$ cat config.mk
export PLATFORM = sky130hd
export DESIGN_NAME = assembly_line_tokenizer_core
export DESIGN_NICKNAME = d
export VERILOG_FILES = /design/src/hdl/altk_pkg.sv /design/src/hdl/altk_scan.sv /design/src/hdl/altk_rq.sv /design/src/hdl/assembly_line_tokenizer_core.sv
export SDC_FILE = /design/constraint.sdc
export NUM_CORES = 1
export LEC_CHECK = 0
export BUFFER_PORTS_ARGS = -buffer_cell sky130_fd_sc_hd__buf_2
export CORE_AREA = 2 2 123 125
export CTS_CLUSTER_SIZE = 30
export DETAILED_ROUTE_END_ITERATION = 12
export DIE_AREA = 0 0 125 127
export PLACE_DENSITY = 0.78
export REMOVE_ABC_BUFFERS = 1
export SLEW_MARGIN = 15
export SYNTH_ARGS = -nofsm -noshare
export SYNTH_HDL_FRONTEND = slang
export SYNTH_SLANG_ARGS = --single-unit
export TNS_END_PERCENT = 20
$ cat constraint.sdc
create_clock -name clk -period 8.6 [get_ports clk]
set_input_delay 1.29 -clock clk [delete_from_list [all_inputs] [get_ports clk]]
set_output_delay 1.29 -clock clk [all_outputs]
set_load 0.01 [all_outputs]
$ cat src/hdl/altk_pkg.sv
// Shared types, character codes and scan mode codes for the assembly line tokenizer.
package altk_pkg;

  // scan modes
  localparam logic [2:0] MODE_BETWEEN = 3'd0;
  localparam logic [2:0] MODE_PLAIN   = 3'd1;
  localparam logic [2:0] MODE_DQUOTE  = 3'd2;
  localparam logic [2:0] MODE_SQUOTE  = 3'd3;
  localparam logic [2:0] MODE_COMMENT = 3'd4;

  // token types on an end marker
  localparam logic [1:0] TYPE_IDENT  = 2'd0;
  localparam logic [1:0] TYPE_UNTERM = 2'd1;
  localparam logic [1:0] TYPE_LONG   = 2'd2;

  // result kinds
  localparam logic KIND_CHAR = 1'b0;
  localparam logic KIND_END  = 1'b1;

  // characters
  localparam logic [7:0] CH_SPACE = 8'h20;
  localparam logic [7:0] CH_TAB   = 8'h09;
  localparam logic [7:0] CH_COMMA = 8'h2C;
  localparam logic [7:0] CH_SEMI  = 8'h3B;
  localparam logic [7:0] CH_DQ    = 8'h22;
  localparam logic [7:0] CH_SQ    = 8'h27;
  localparam logic [7:0] CH_BSL   = 8'h5C;

  localparam int COL_W = 16;

  // result queue
  localparam int RQ_DEPTH = 4;
  localparam int RQ_AW    = 2;
  localparam int RQ_CW    = 3;

  typedef struct packed {
    logic             kind;
    logic [7:0]       ch;
    logic [1:0]       ttype;
    logic [COL_W-1:0] start;
    logic             last;
  } res_t;

  // results produced by one accepted word (cnt is 0, 1 or 2)
  typedef struct packed {
    logic [1:0] cnt;
    res_t       r0;
    res_t       r1;
  } push_t;

  function automatic res_t mk_char(logic [7:0] c, logic [COL_W-1:0] st, logic lst);
    res_t r;
    r.kind  = KIND_CHAR;
    r.ch    = c;
    r.ttype = TYPE_IDENT;
    r.start = st;
    r.last  = lst;
    return r;
  endfunction

  function automatic res_t mk_end(logic [1:0] ty, logic [COL_W-1:0] st, logic lst);
    res_t r;
    r.kind  = KIND_END;
    r.ch    = 8'd0;
    r.ttype = ty;
    r.start = st;
    r.last  = lst;
    return r;
  endfunction

endpackage

$ cat src/hdl/altk_scan.sv
// Per-character scan state machine: token state registers and result generation.
module altk_scan #(
  parameter int MAX_TOKEN_LEN = 64
) (
  input  logic          clk,
  input  logic          rst,
  input  logic          accept,
  input  logic [7:0]    ch,
  input  logic          line_end,
  output altk_pkg::push_t push
);
  import altk_pkg::*;

  localparam int LEN_W = $clog2(MAX_TOKEN_LEN + 1);

  logic [2:0]       mode, mode_next;
  logic [LEN_W-1:0] len, len_next;
  logic [7:0]       prev, prev_next;
  logic [COL_W-1:0] col, col_next;
  logic [COL_W-1:0] start, start_next;
  logic [1:0]       ctype, ctype_next;

  logic is_sep, is_semi, is_dq, is_sq, in_tok, too_long, closes, starts;
  logic [7:0] quote_ch;

  assign is_sep   = (ch == CH_SPACE) || (ch == CH_TAB) || (ch == CH_COMMA);
  assign is_semi  = (ch == CH_SEMI);
  assign is_dq    = (ch == CH_DQ);
  assign is_sq    = (ch == CH_SQ);
  assign in_tok   = (mode == MODE_PLAIN) || (mode == MODE_DQUOTE) || (mode == MODE_SQUOTE);
  assign too_long = (len >= LEN_W'(MAX_TOKEN_LEN));
  assign quote_ch = (mode == MODE_DQUOTE) ? CH_DQ : CH_SQ;
  assign closes   = (ch == quote_ch) && (prev != CH_BSL);
  assign starts   = !is_sep && !is_semi;

  always_comb begin
    mode_next  = mode;
    len_next   = len;
    prev_next  = prev;
    col_next   = col;
    start_next = start;
    ctype_next = ctype;
    push       = '0;
    if (accept) begin
      if (line_end) begin
        if (in_tok) begin
          push.cnt = 2'd1;
          push.r0  = mk_end(ctype, start, 1'b1);
        end
        mode_next  = MODE_BETWEEN;
        len_next   = '0;
        ctype_next = TYPE_IDENT;
        col_next   = '0;
      end else begin
        if (col != '1) begin
          col_next = col + 1'b1;
        end
        if (in_tok && !too_long) begin
          if (mode == MODE_PLAIN) begin
            if (is_sep || is_semi) begin
              push.cnt   = 2'd1;
              push.r0    = mk_end(ctype, start, 1'b1);
              mode_next  = is_semi ? MODE_COMMENT : MODE_BETWEEN;
              len_next   = '0;
              ctype_next = TYPE_IDENT;
            end else begin
              push.cnt  = 2'd1;
              push.r0   = mk_char(ch, start, 1'b1);
              len_next  = len + 1'b1;
              prev_next = ch;
              if (is_dq) begin
                mode_next  = MODE_DQUOTE;
                ctype_next = TYPE_UNTERM;
              end else if (is_sq) begin
                mode_next  = MODE_SQUOTE;
                ctype_next = TYPE_UNTERM;
              end
            end
          end else begin
            // inside a literal: every char is kept, an unescaped matching quote closes
            push.r0   = mk_char(ch, start, !closes);
            len_next  = len + 1'b1;
            prev_next = ch;
            if (closes) begin
              push.cnt   = 2'd2;
              push.r1    = mk_end(TYPE_IDENT, start, 1'b1);
              mode_next  = MODE_BETWEEN;
              len_next   = '0;
              ctype_next = TYPE_IDENT;
            end else begin
              push.cnt = 2'd1;
            end
          end
        end else if (mode != MODE_COMMENT) begin
          // between tokens, possibly right after a too-long token closes
          if (in_tok) begin
            mode_next  = MODE_BETWEEN;
            len_next   = '0;
            ctype_next = TYPE_IDENT;
          end
          if (is_semi) begin
            mode_next = MODE_COMMENT;
          end else if (starts) begin
            start_next = col;
            len_next   = LEN_W'(1);
            prev_next  = ch;
            ctype_next = (is_dq || is_sq) ? TYPE_UNTERM : TYPE_IDENT;
            mode_next  = is_dq ? MODE_DQUOTE : (is_sq ? MODE_SQUOTE : MODE_PLAIN);
          end
          if (in_tok && starts) begin
            push.cnt = 2'd2;
            push.r0  = mk_end(TYPE_LONG, start, 1'b0);
            push.r1  = mk_char(ch, col, 1'b1);
          end else if (in_tok) begin
            push.cnt = 2'd1;
            push.r0  = mk_end(TYPE_LONG, start, 1'b1);
          end else if (starts) begin
            push.cnt = 2'd1;
            push.r0  = mk_char(ch, col, 1'b1);
          end
        end
      end
    end
  end

  always_ff @(posedge clk) begin
    if (rst) begin
      mode  <= MODE_BETWEEN;
      len   <= '0;
      prev  <= '0;
      col   <= '0;
      start <= '0;
      ctype <= TYPE_IDENT;
    end else begin
      mode  <= mode_next;
      len   <= len_next;
      prev  <= prev_next;
      col   <= col_next;
      start <= start_next;
      ctype <= ctype_next;
    end
  end

  a_len_max: assert property (@(posedge clk) disable iff (rst)
    len <= LEN_W'(MAX_TOKEN_LEN))
    else $error("token length above maximum");

  a_mode_range: assert property (@(posedge clk) disable iff (rst)
    mode <= MODE_COMMENT)
    else $error("scan mode out of range");

  a_eol_clear: assert property (@(posedge clk) disable iff (rst)
    (accept && line_end) |=> (col == '0) && (len == '0) && (mode == MODE_BETWEEN))
    else $error("line end did not reset column and token");

endmodule

$ cat src/hdl/altk_rq.sv
// Small result queue: takes up to two results per cycle, hands out one.
module altk_rq (
  input  logic            clk,
  input  logic            rst,
  input  altk_pkg::push_t push,
  input  logic            pop,
  output logic            room,
  output logic            valid,
  output altk_pkg::res_t  head
);
  import altk_pkg::*;

  res_t             mem [RQ_DEPTH];
  logic [RQ_AW-1:0] wr_ptr, rd_ptr;
  logic [RQ_CW-1:0] count;
  logic [RQ_AW-1:0] wr_ptr1;

  assign wr_ptr1 = wr_ptr + 1'b1;
  assign room    = (count <= RQ_CW'(RQ_DEPTH - 2));
  assign valid   = (count != '0);
  assign head    = mem[rd_ptr];

  always_ff @(posedge clk) begin
    if (push.cnt != 2'd0) begin
      mem[wr_ptr] <= push.r0;
    end
    if (push.cnt == 2'd2) begin
      mem[wr_ptr1] <= push.r1;
    end
  end

  always_ff @(posedge clk) begin
    if (rst) begin
      wr_ptr <= '0;
      rd_ptr <= '0;
      count  <= '0;
    end else begin
      wr_ptr <= wr_ptr + RQ_AW'(push.cnt);
      if (pop) begin
        rd_ptr <= rd_ptr + 1'b1;
      end
      count <= count + RQ_CW'(push.cnt) - RQ_CW'(pop);
    end
  end

  a_no_overflow: assert property (@(posedge clk) disable iff (rst)
    count <= RQ_CW'(RQ_DEPTH))
    else $error("result queue overflow");

  a_push_room: assert property (@(posedge clk) disable iff (rst)
    (push.cnt != 2'd0) |-> room)
    else $error("results pushed without room");

  a_pop_valid: assert property (@(posedge clk) disable iff (rst)
    pop |-> valid)
    else $error("result popped from empty queue");

endmodule

$ cat src/hdl/assembly_line_tokenizer_core.sv
// Top level of the assembly line tokenizer: scan logic plus result queue.
//
// Takes one source character word per cycle (or an end-of-line word) and
// emits token words: each token character tagged with the token's start
// column, then an end marker with the token type (identifier, unterminated
// quote, too long). Space, tab and comma separate; a semicolon outside a
// literal starts a comment to end of line. The per-word scan is a single
// registered pass, so a new input word is taken every cycle while the queue
// has room. Most words make zero or one result; a closing quote, or a
// too-long break on a character that starts a token, makes two. The output
// side delivers one result per cycle while m_tready is high, so the sustained
// rate is one input word per cycle; a run of two-result words stalls input.
// A four-entry result queue decouples the two sides; input is taken while at
// least two entries are free. m_tlast marks the last result of an input word.
module assembly_line_tokenizer_core #(
  parameter int MAX_TOKEN_LEN = 64
) (
  input  logic        clk,
  input  logic        rst,
  input  logic        s_tvalid,
  output logic        s_tready,
  input  logic [7:0]  s_tdata,   // [7:0] ch
  input  logic        s_tuser,   // [0] line_end
  output logic        m_tvalid,
  input  logic        m_tready,
  output logic [31:0] m_tdata,   // [7:0] out_char, [9:8] token_type,
                                 // [25:10] start_column, [31:26] zero
  output logic        m_tuser,   // [0] out_kind
  output logic        m_tlast    // last result of the input word
);
  import altk_pkg::*;

  logic  accept;
  logic  pop;
  push_t push;
  res_t  head;

  assign accept = s_tvalid && s_tready;
  assign pop    = m_tvalid && m_tready;

  altk_scan #(
    .MAX_TOKEN_LEN(MAX_TOKEN_LEN)
  ) u_scan (
    .clk      (clk),
    .rst      (rst),
    .accept   (accept),
    .ch       (s_tdata),
    .line_end (s_tuser),
    .push     (push)
  );

  altk_rq u_rq (
    .clk   (clk),
    .rst   (rst),
    .push  (push),
    .pop   (pop),
    .room  (s_tready),
    .valid (m_tvalid),
    .head  (head)
  );

  assign m_tdata = {6'd0, head.start, head.ttype, head.ch};
  assign m_tuser = head.kind;
  assign m_tlast = head.last;

endmodule

**Word-level counts from Yosys, hierarchy flattened**

Memories as Yosys holds them, arrays and structs flattened. A register that Yosys moved wholly into a read port is not among the register bits.
Cells that the tools add are included.

- Add/sub/neg operators: 7
- Multipliers: 0
- Divide/modulo/power cells: 0
- $lt $le $gt $ge: 2
- Equality and inequality tests: 18
- Shifts and indexed selects: 0
- Multiplexer cells: 65
- Bitwise operators: 3
- Reductions and logical operators: 29

Operator list:

| kind | number |
|---|---|
| 58-bit 2-to-1 mux | 3 |
| 28-bit 2-to-1 mux | 4 |
| 30-bit 2-to-1 mux | 3 |
| 29-bit 2-to-1 mux | 3 |
| 7-bit 2-to-1 mux | 9 |
| 8-bit 2-to-1 mux | 6 |
| 3-bit 2-to-1 mux | 14 |
| 8-bit by 6-bit == test with 1-bit output, second input constant | 5 |
| 16-bit 2-to-1 mux | 2 |
| 2-bit 2-to-1 mux | 15 |
| 27-bit 2-to-1 mux | 1 |
| 16-bit by 1-bit adder with 16-bit output, second input constant | 1 |
| 16-bit != test, second input constant | 1 |
| 6-bit AND reduction | 2 |
| 8-bit by 4-bit == test with 1-bit output, second input constant | 1 |
| 8-bit == test | 1 |
| 8-bit by 7-bit != test with 1-bit output, second input constant | 1 |
| 2-bit nonzero test | 4 |
| 7-bit by 1-bit adder with 7-bit output, second input constant | 1 |
| 7-bit greater-or-equal comparator, second input constant | 1 |
| 3-bit by 2-bit == test with 1-bit output, second input constant | 2 |
| 1-bit logical AND | 6 |
| 1-bit logical OR | 6 |
| 3-bit != test, second input constant | 2 |
| other kinds (18) | 30 |

- Flip-flop bits (word level): 59
- Bits in latches: 0
- Bits in writable memories: 112
- ROM bits: 0
- Bits of input ports: 13
- Output and inout bits: 36
- Word-level logic and storage cells: 134
- Memories kept: 1

Memory list:

| name | words | width | rd ports | clocked after memory_dff | wr ports | RTL line | text |
|---|---|---|---|---|---|---|---|
| u_rq.mem | 4 | 28 | 1 | 1 | 2 | altk_rq.sv:13 | `res_t mem [RQ_DEPTH];` |

**Logic depth before layout (Yosys ltp)**

Gate-level depths: netlist of the first run.

- Depth after elaboration: 15
- Mapped depth: 16
- Depth with buffers taken out: 14

**Cells and area by module**

From an unflattened synthesis of the first run, not the netlist that was laid out.

- Cells, all modules: 779
- Area total of the unflattened synthesis: 9648.0 um^2

By module, submodules not included:

| module | instances | cells each | area each (um^2) | sequential area each (um^2) |
|---|---|---|---|---|
| altk_rq | 1 | 317 | 6017.0 | 3543.4 |
| altk_scan | 1 | 453 | 3569.7 | 1041.0 |
| assembly_line_tokenizer_core | 1 | 9 | 61.3 | 0.0 |

**Worst setup path before layout of the first run**

No wires, ideal clock.

- Path kind: in2reg
- Start point: input port s_tdata[7]
- End point: memory u_rq.mem[1][0] (netlist name) (enable)
- Library setup time: 0.438 ns
- Data arrival time: 4.036 ns
- Required time: 8.162 ns
- Setup slack: 4.126 ns
- Cell stages on the path: 10
- Buffers on the path: 1
- Cells stage by stage: nor4b_4 -> and3_1 -> nor2_1 -> ha_1 -> or4b_1 -> a21oi_1 -> o21ai_0 -> o211ai_1 -> clkbuf_1 -> nand2_1

RTL lines:

| element | RTL line | text |
|---|---|---|
| start, declared | assembly_line_tokenizer_core.sv:22 | `input logic [7:0] s_tdata,` |
| end, declared | altk_rq.sv:13 |  |

==> out/summary.txt, run 1 <==
Drt wl/cell: 21.9 um
Reg2Reg Depth: 9
Stages on worst setup path: 11
Share of total power in the clock network: 32.2%
Share of post-route cells with drive strength above 1: 18.0%
Die H: 127 um
Pint: 1570 uW
RSZ-0062 raised after global routing: false
P per Cell Area: 239 nW/um^2
CTS Sinks: 173
Hold depth: 2
Yosys warns: 0
Vias per inst: 6.69
Arrival time worst endpoint: 4.47 ns
GP Congestion: 0.988
DP Wirelength: 14300 um
Final hold violations: 0
# Post-CTS Setup Buffers: 0
Relative slew slack: 21.0%
DR pass1 iterations: 6
Max-slew violations: 0
Total CTS buffers: 17
Synth cell types: 71
Final WL: 20800 um
Worst path required time: 8.62 ns
Area leader, netlist: edfxtp_1
Setup TNS Final: 0 ns
Syn_area_per_cell: 11.7 sq um
Initial antenna violation count: 0
Ys async rst share: 0%
RR Endpoint: u_rq.mem[2][10]$_DFFE_PP_
Logic pwr share: 22.8%
Clock root buffer master: clkbuf_16
GRT Overall Usage: 26.6%
# resized after CTS: 0
Initial core utilization: 59.9%
Area Growth Syn to Fin: 8.92%
Synth top area share: 36.2%
Fillers: 1079
Crit path cell chain: buf_2 -> nor4b_4 -> and3_1 -> nor2_1 -> ha_1 -> or4b_1 -> a21oi_1 -> o21ai_0 -> o211ai_1 -> buf_4 -> nand2_2
Seq cells post-synth: 173
Max-cap violations: 0
Clk_lat worst skew: 0.44 ns
# DRC: 0
DR vias: 6349
Multi-input logic area: 3850 sq um
Largest net degree at the start of global routing: 40
FP Rows: 44
Kind of critical path: in2reg
Main flop type after synthesis: edfxtp_1
Post-route ant nets: 0
ANT cells: 0
Worst r2r src: u_scan.mode[2]$_SDFFE_PP0P_
Worst slew pin tran: 1.18 ns
Fin worst setup slack: 4.14 ns
Global-route congestion overflow total: 0
Vias in the first global route: 5935
CTS tree: built
Core area: 14400 sq um
Dpl ws: 3.37 ns
Die X: 125 um
Worst-path clk slew: 0.06 ns
Setup violations, final: 0
Final Critical Period: 4.46 ns
Crit path capture type: register
Worst-path maximum fanout: 26
Die area: 15900 sq um
Top post-synthesis cells by area: edfxtp_1, dfxtp_1, mux4_2
Worst path slowest cell: nand2_2
DRC marker count from the first detailed-route iteration: 912
Post-CTS Hold Buffers: 0
Hold Crit Start: u_rq.mem[2][18]$_SDFFE_PP0N_
Reg2reg setup slack: 5.09 ns
Port Buf Inserts: 42
Sw power: 679 uW
Reg area: 4510 sq um
First-pass GRT wire length: 32600 um
Register area share after synthesis: 52.2%
Clock buffer depth: 2
Synth Instances: 737
Synthesized area: 8640 sq um
Io pins: 49
Htree depth: 4
Hold EP: u_rq.mem[2][18]$_SDFFE_PP0N_
EDFF count, synth: 104
Fin crit share: 51.8%
Startpoint types: input pin
Worst Hold Class: reg2reg
Status: completed
Worst Path Buf+Inv: 2
Delay-heaviest family, CP: simple AND/OR/NAND/NOR gates
Seq pwr share: 45.0%
Fin Clk Skew: 0.0125 ns
Layout net count: 772
Crit-path max cell delay: 0.45 ns
Switching Fraction: 30.2%
Fmax: 224 MHz
Worst vdd ir: 0.134 mV
Leak: 0.00315 uW
worst max-delay path by stage:
stage                          start                         to  slack (ns)
final                     s_tdata[7]  u_rq.mem[2][10]$_DFFE_PP_        4.14
after global routing      s_tdata[7]  u_rq.mem[3][12]$_DFFE_PP_        3.98
after CTS                 s_tdata[7]  u_rq.mem[2][10]$_DFFE_PP_        3.81
after detailed placement  s_tdata[7]  u_rq.mem[0][26]$_DFFE_PP_        3.37
after global placement    s_tdata[7]  u_rq.mem[2][12]$_DFFE_PP_        3.56
after floorplan           s_tdata[7]   u_rq.mem[2][0]$_DFFE_PP_        3.79
cells in the final DEF (no fill, tap or decap), types with 28 or more instances in the layout:
| cell | count |
|---|---|
| a21oi_1 | 32 |
| buf_2 | 42 |
| dfxtp_1 | 68 |
| edfxtp_1 | 104 |
| mux2i_1 | 34 |
| mux4_2 | 28 |
| nand2_1 | 59 |
| nor2_1 | 45 |
| nor2b_1 | 39 |
| o22ai_1 | 68 |
area by class of cell:
class / instances / area share [%]
Sequential cell: 173 / 47.9
Multi-Input combinational cell: 506 / 40.9
Clock buffer: 19 / 4.60
Timing Repair Buffer: 47 / 2.63
Tap cell: 184 / 2.45
Clock inverter: 13 / 1.24
Inverter: 7 / 0.279
flip-flops by register name (all words and copies together), names as in the netlist, named ones only:
name and count:
u_scan.mode 3, u_scan.len 7, u_rq.mem 112, u_scan.col 16, u_scan.prev 8, u_scan.ctype 2
u_rq.rd_ptr 2, u_rq.wr_ptr 2, u_scan.start 16, u_rq.count 3
per-layer routing:
metal	vias up	track usage [%]	part of all wire (%)
li1	2824	-	-
met1	3090	38.0	42
met2	379	40.8	46
met3	56	6.28	10
met4	0	8.56	1.9
met5	-	0	0
through the flow:
step	hold WS [ns]	cell area [sq um]	util, %	total power (uW)	instances
3_3_place_gp	0.445	8850	61.3	1520	917
4_1_cts	0.465	9400	65.1	2260	949
2_1_floorplan	0.435	8360	-	1380	686
3_5_place_dp	0.452	8850	61.3	1540	917
6_report	0.464	9410	65.2	2250	949
5_1_grt	0.487	9410	65.2	2340	949
worst reg2reg max path, delay by kind of cell (launching register included):
| kind | cells | cell delay [ns] |
|---|---|---|
| AND/OR/NAND/NOR | 2 | 0.90 |
| flip-flops | 1 | 0.51 |
| AO/OA/AOI/OAI | 4 | 0.90 |
| buffers and inverters | 2 | 0.45 |
| adder cells (fa/ha/maj) | 1 | 0.33 |
cells by family (layout without fill, tap and decap cells):
kind of cell	Yosys count	count (layout)	share of synthesized area (%)
fa+ha+maj	7	7	1.10
simple gates	236	236	14.8
mux	63	63	11.4
other cells	1	6	0.0434
flops	173	173	52.2
xor+xnor	21	21	2.29
compound gates	173	173	14.6
buf+inv	63	86	3.67
cells in the mapped netlist (all sizes together) (3+ instances only):
master  number
a31oi        4
o211ai      12
or3          4
nor2b       40
dfxtp       69
nand3b       3
and2         7
a32oi        4
o22ai       69
nand4        8
nand3       13
xnor2        9
or2          3
nand2       67
clkbuf      29
mux2i       34
and4         3
nor2        46
o21ai       16
a21oi       34
buf         27
nor3b        3
inv          7
nor3        10
and3        11
a21o         5
ha           6
a22oi       12
nor4         3
nand2b       7
edfxtp     104
mux4        28
xor2        11
power by group through the flow:
stage | Sequential (uW) | Combinational, uW | Clock, uW
after floorplan | 1010 | 362 | 0
after global placement | 1030 | 493 | 0
after detailed placement | 1030 | 509 | 0
after CTS | 1020 | 513 | 729
after global routing | 1020 | 555 | 766
final | 1010 | 513 | 724
Note: power is estimated with default switching activity, not from simulation.
==> run 2: changes to the inputs <==
ABC_AREA = 1   (was not set)
CORE_AREA = 2 2 134 136   (was 2 2 123 125)
DIE_AREA = 0 0 136 138   (was 0 0 125 127)
PLACE_DENSITY = 0.76   (was 0.78)
clock period = 3.6 ns   (was 8.6 ns; I/O delays follow)
==> out/summary.txt, run 2 <==
Status: completed
Die H: 138 um (+8.7%)
Htree depth: 4 (unchanged)
Relative slew slack: 41.9% (+21 points)
Worst-path clk slew: 0.07 ns (about the same)
Seq cells post-synth: 173 (unchanged)
Worst path required time: 3.92 ns (-4.70 ns)
Layout Cells excl Fill: 1461 (+54%)
Drt wl/cell: 17.5 um (-20%)
DRC marker count from the first detailed-route iteration: 1502 (+65%)
Total CTS buffers: 17 (unchanged)
# resized after CTS: 0 (unchanged)
Crit path capture type: register
Area leader, netlist: edfxtp_1
CTS tree: built
Most common library cell in the layout ignoring fill and taps: nand3_1
Worst vdd ir: 0.368 mV (+180%)
Hold Slack: 0.403 ns (-0.0617 ns)
Worst-path maximum fanout: 12 (-54%)
Synth top cells by count: nand3_1, o21ai_0, nand2_1
Post-CTS Hold Buffers: 0 (unchanged)
Synthesized area: 9540 sq um (+11%)
Final Critical Period: 2.93 ns
Startpoint types: input pin
Commonest cells after routing, fill and taps aside: nand3_1, o21ai_0, nand2_1, nor2_1, edfxtp_1
P per Cell Area: 657 nW/um^2 (+170%)
Arrival time worst endpoint: 3.25 ns (-1.22 ns)
Max-slew violations: 0 (unchanged)
Clock buffer depth: 2 (unchanged)
Post-route ant nets: 0 (unchanged)
Setup violations, final: 0 (unchanged)
Ys async rst share: 0% (unchanged)
Fin worst setup slack: 0.671 ns (-3.47 ns)
Syn_area_per_cell: 7.92 sq um (-32%)
FP Rows: 49 (+11%)
RSZ-0062 raised after global routing: false
Synth top area share: 32.7% (-3.4 points)
Vias in the first global route: 8028 (+35%)
Max reg flops: 112 (unchanged)
Register area share after synthesis: 47.2% (-5.0 points)
Regs by FF count: u_rq.mem: 112 flops, u_scan.col: 16 flops, u_scan.start: 16 flops
Synth cell types: 44 (-38%)
Fin Clk Skew: 0.00864 ns (-0.00391 ns)
Yosys warns: 0 (unchanged)
Port Buf Inserts: 42 (unchanged)
Layout net count: 1239 (+60%)
# DRC: 0 (unchanged)
Initial antenna violation count: 0 (unchanged)
Placed cell count: 1429 (+56%)
Die area: 18800 sq um (+18%)
Top reg by flops: u_rq.mem
Initial core utilization: 54.4% (-5.4 points)
Clk_lat worst skew: 0.43 ns (about the same)
DR pass1 iterations: 6 (unchanged)
GP Congestion: 0.900 (-8.9%)
First-pass GRT wire length: 41600 um (+27%)
DP Wirelength: 17000 um (+18%)
Global-route congestion overflow total: 0 (unchanged)
Synth Instances: 1205 (+64%)
Setup TNS Final: 0 ns (unchanged)
Largest net degree at the start of global routing: 57 (+43%)
Clock root buffer master: clkbuf_16
EDFF count, synth: 104 (unchanged)
Worst slew pin tran: 0.870 ns (-0.314 ns)
Dpl ws: 0.247 ns (-3.12 ns)
Fmax: 341 MHz
Share of post-route cells with drive strength above 1: 11.5% (-6.5 points)
GRT Overall Usage: 27.9% (+1.3 points)
# Post-CTS Setup Buffers: 0 (unchanged)
Area Growth Syn to Fin: 10.5%
Kind of critical path: in2reg
Fin crit share: 81.4%
Core area: 17500 sq um (+22%)
Io pins: 49 (unchanged)
Final hold violations: 0 (unchanged)
Leak: 0.00387 uW (+23%)
Worst Hold Class: in2reg
Final WL: 25600 um (+23%)
Vias per inst: 6.02 (-10%)
Most frequent cell after synthesis: nand3_1
Main flop type after synthesis: edfxtp_1
Die X: 136 um (+8.8%)
DR vias: 8790 (+38%)
Top post-synthesis cells by area: edfxtp_1, dfxtp_1, nand3_1
Max-cap violations: 0 (unchanged)
CTS Sinks: 173 (unchanged)
ANT cells: 0 (unchanged)
-- run 2: changes by cell type in the layout (fill, tap and decap cells not counted), sizes merged, moves of 37 or more --
cell   before  now
nor2       46  135
nor2b      40    0
nand2      67  152
o21ai      16  225
a21oi      34   71
nand3      13  170
o22ai      69   28
inv        11   94
-- run 2: cell families after synthesis --
group           after synthesis  synth area share [%]
other cells                   1                0.0393
xor+xnor                     12                  1.10
fa+ha+maj                     7                 0.996
simple gates                498                  24.0
compound gates              339                  18.6
flops                       173                  47.2
buf+inv                     175                  8.13
-- run 2: final timing paths --
| check | start | endpoint | slack [ns] | cells past startpoint |
|---|---|---|---|---|
| worst max register to register | u_scan.mode[1]$_SDFFE_PP0P_ | u_rq.count[2]$_SDFF_PP0_ | 0.77 | 16 |
| worst max-delay path | s_tdata[7] | u_rq.count[2]$_SDFF_PP0_ | 0.67 | 18 |
| worst min-delay path | s_tdata[6] | u_scan.prev[6]$_SDFFE_PP0P_ | 0.40 | 3 |
| worst min register to register | u_scan.ctype[1]$_SDFFE_PP0P_ | u_scan.ctype[1]$_SDFFE_PP0P_ | 0.45 | 2 |
-- run 2: critical path: stages --
cell	delay [ns]
buf_2	0.11
nor2_1	0.14
nand4_1	0.12
inv_1	0.07
nand2_1	0.07
nand2_2	0.16
inv_1	0.12
ha_1	0.29
a31oi_1	0.09
nand2_2	0.13
nand2_4	0.15
nand2_1	0.16
nand2_1	0.07
ha_1	0.20
fa_1	0.43
xor2_1	0.18
o21ai_0	0.15
a21oi_1	0.05
-- run 2: power by group --
group          internal (uW)  switching (uW)  total [uW]  leakage (uW)
Clock                   1240             793        2030      0.000303
Combinational            655            1730        2390       0.00192
Sequential              2380             122        2500       0.00164
-- run 2: layer usage --
metal  part of all wire (%)  track usage [%]  vias up
met2                     46             43.0      493
met4                    1.8             7.62        0
met1                     43             40.2     4041
li1                       -                -     4205
met5                      0                0        -
met3                    9.5             5.46       51
-- run 2: layout make-up --
cell class,instances,area [sq um]
Clock inverter,13,214
Clock buffer,19,433
Sequential cell,173,4510
Timing Repair Buffer,73,468
Multi-Input combinational cell,862,4290
Inverter,92,350
Fill cell,1579,6990
Tap cell,229,287
-- run 2: through the flow --
stage,util (%),total power [uW],area (sq um)
final,60.2,6920,10500
after detailed placement,56.5,4880,9900
after floorplan,-,4010,9140
after global routing,60.2,7270,10500
after global placement,56.5,4830,9900
after CTS,60.2,6900,10500
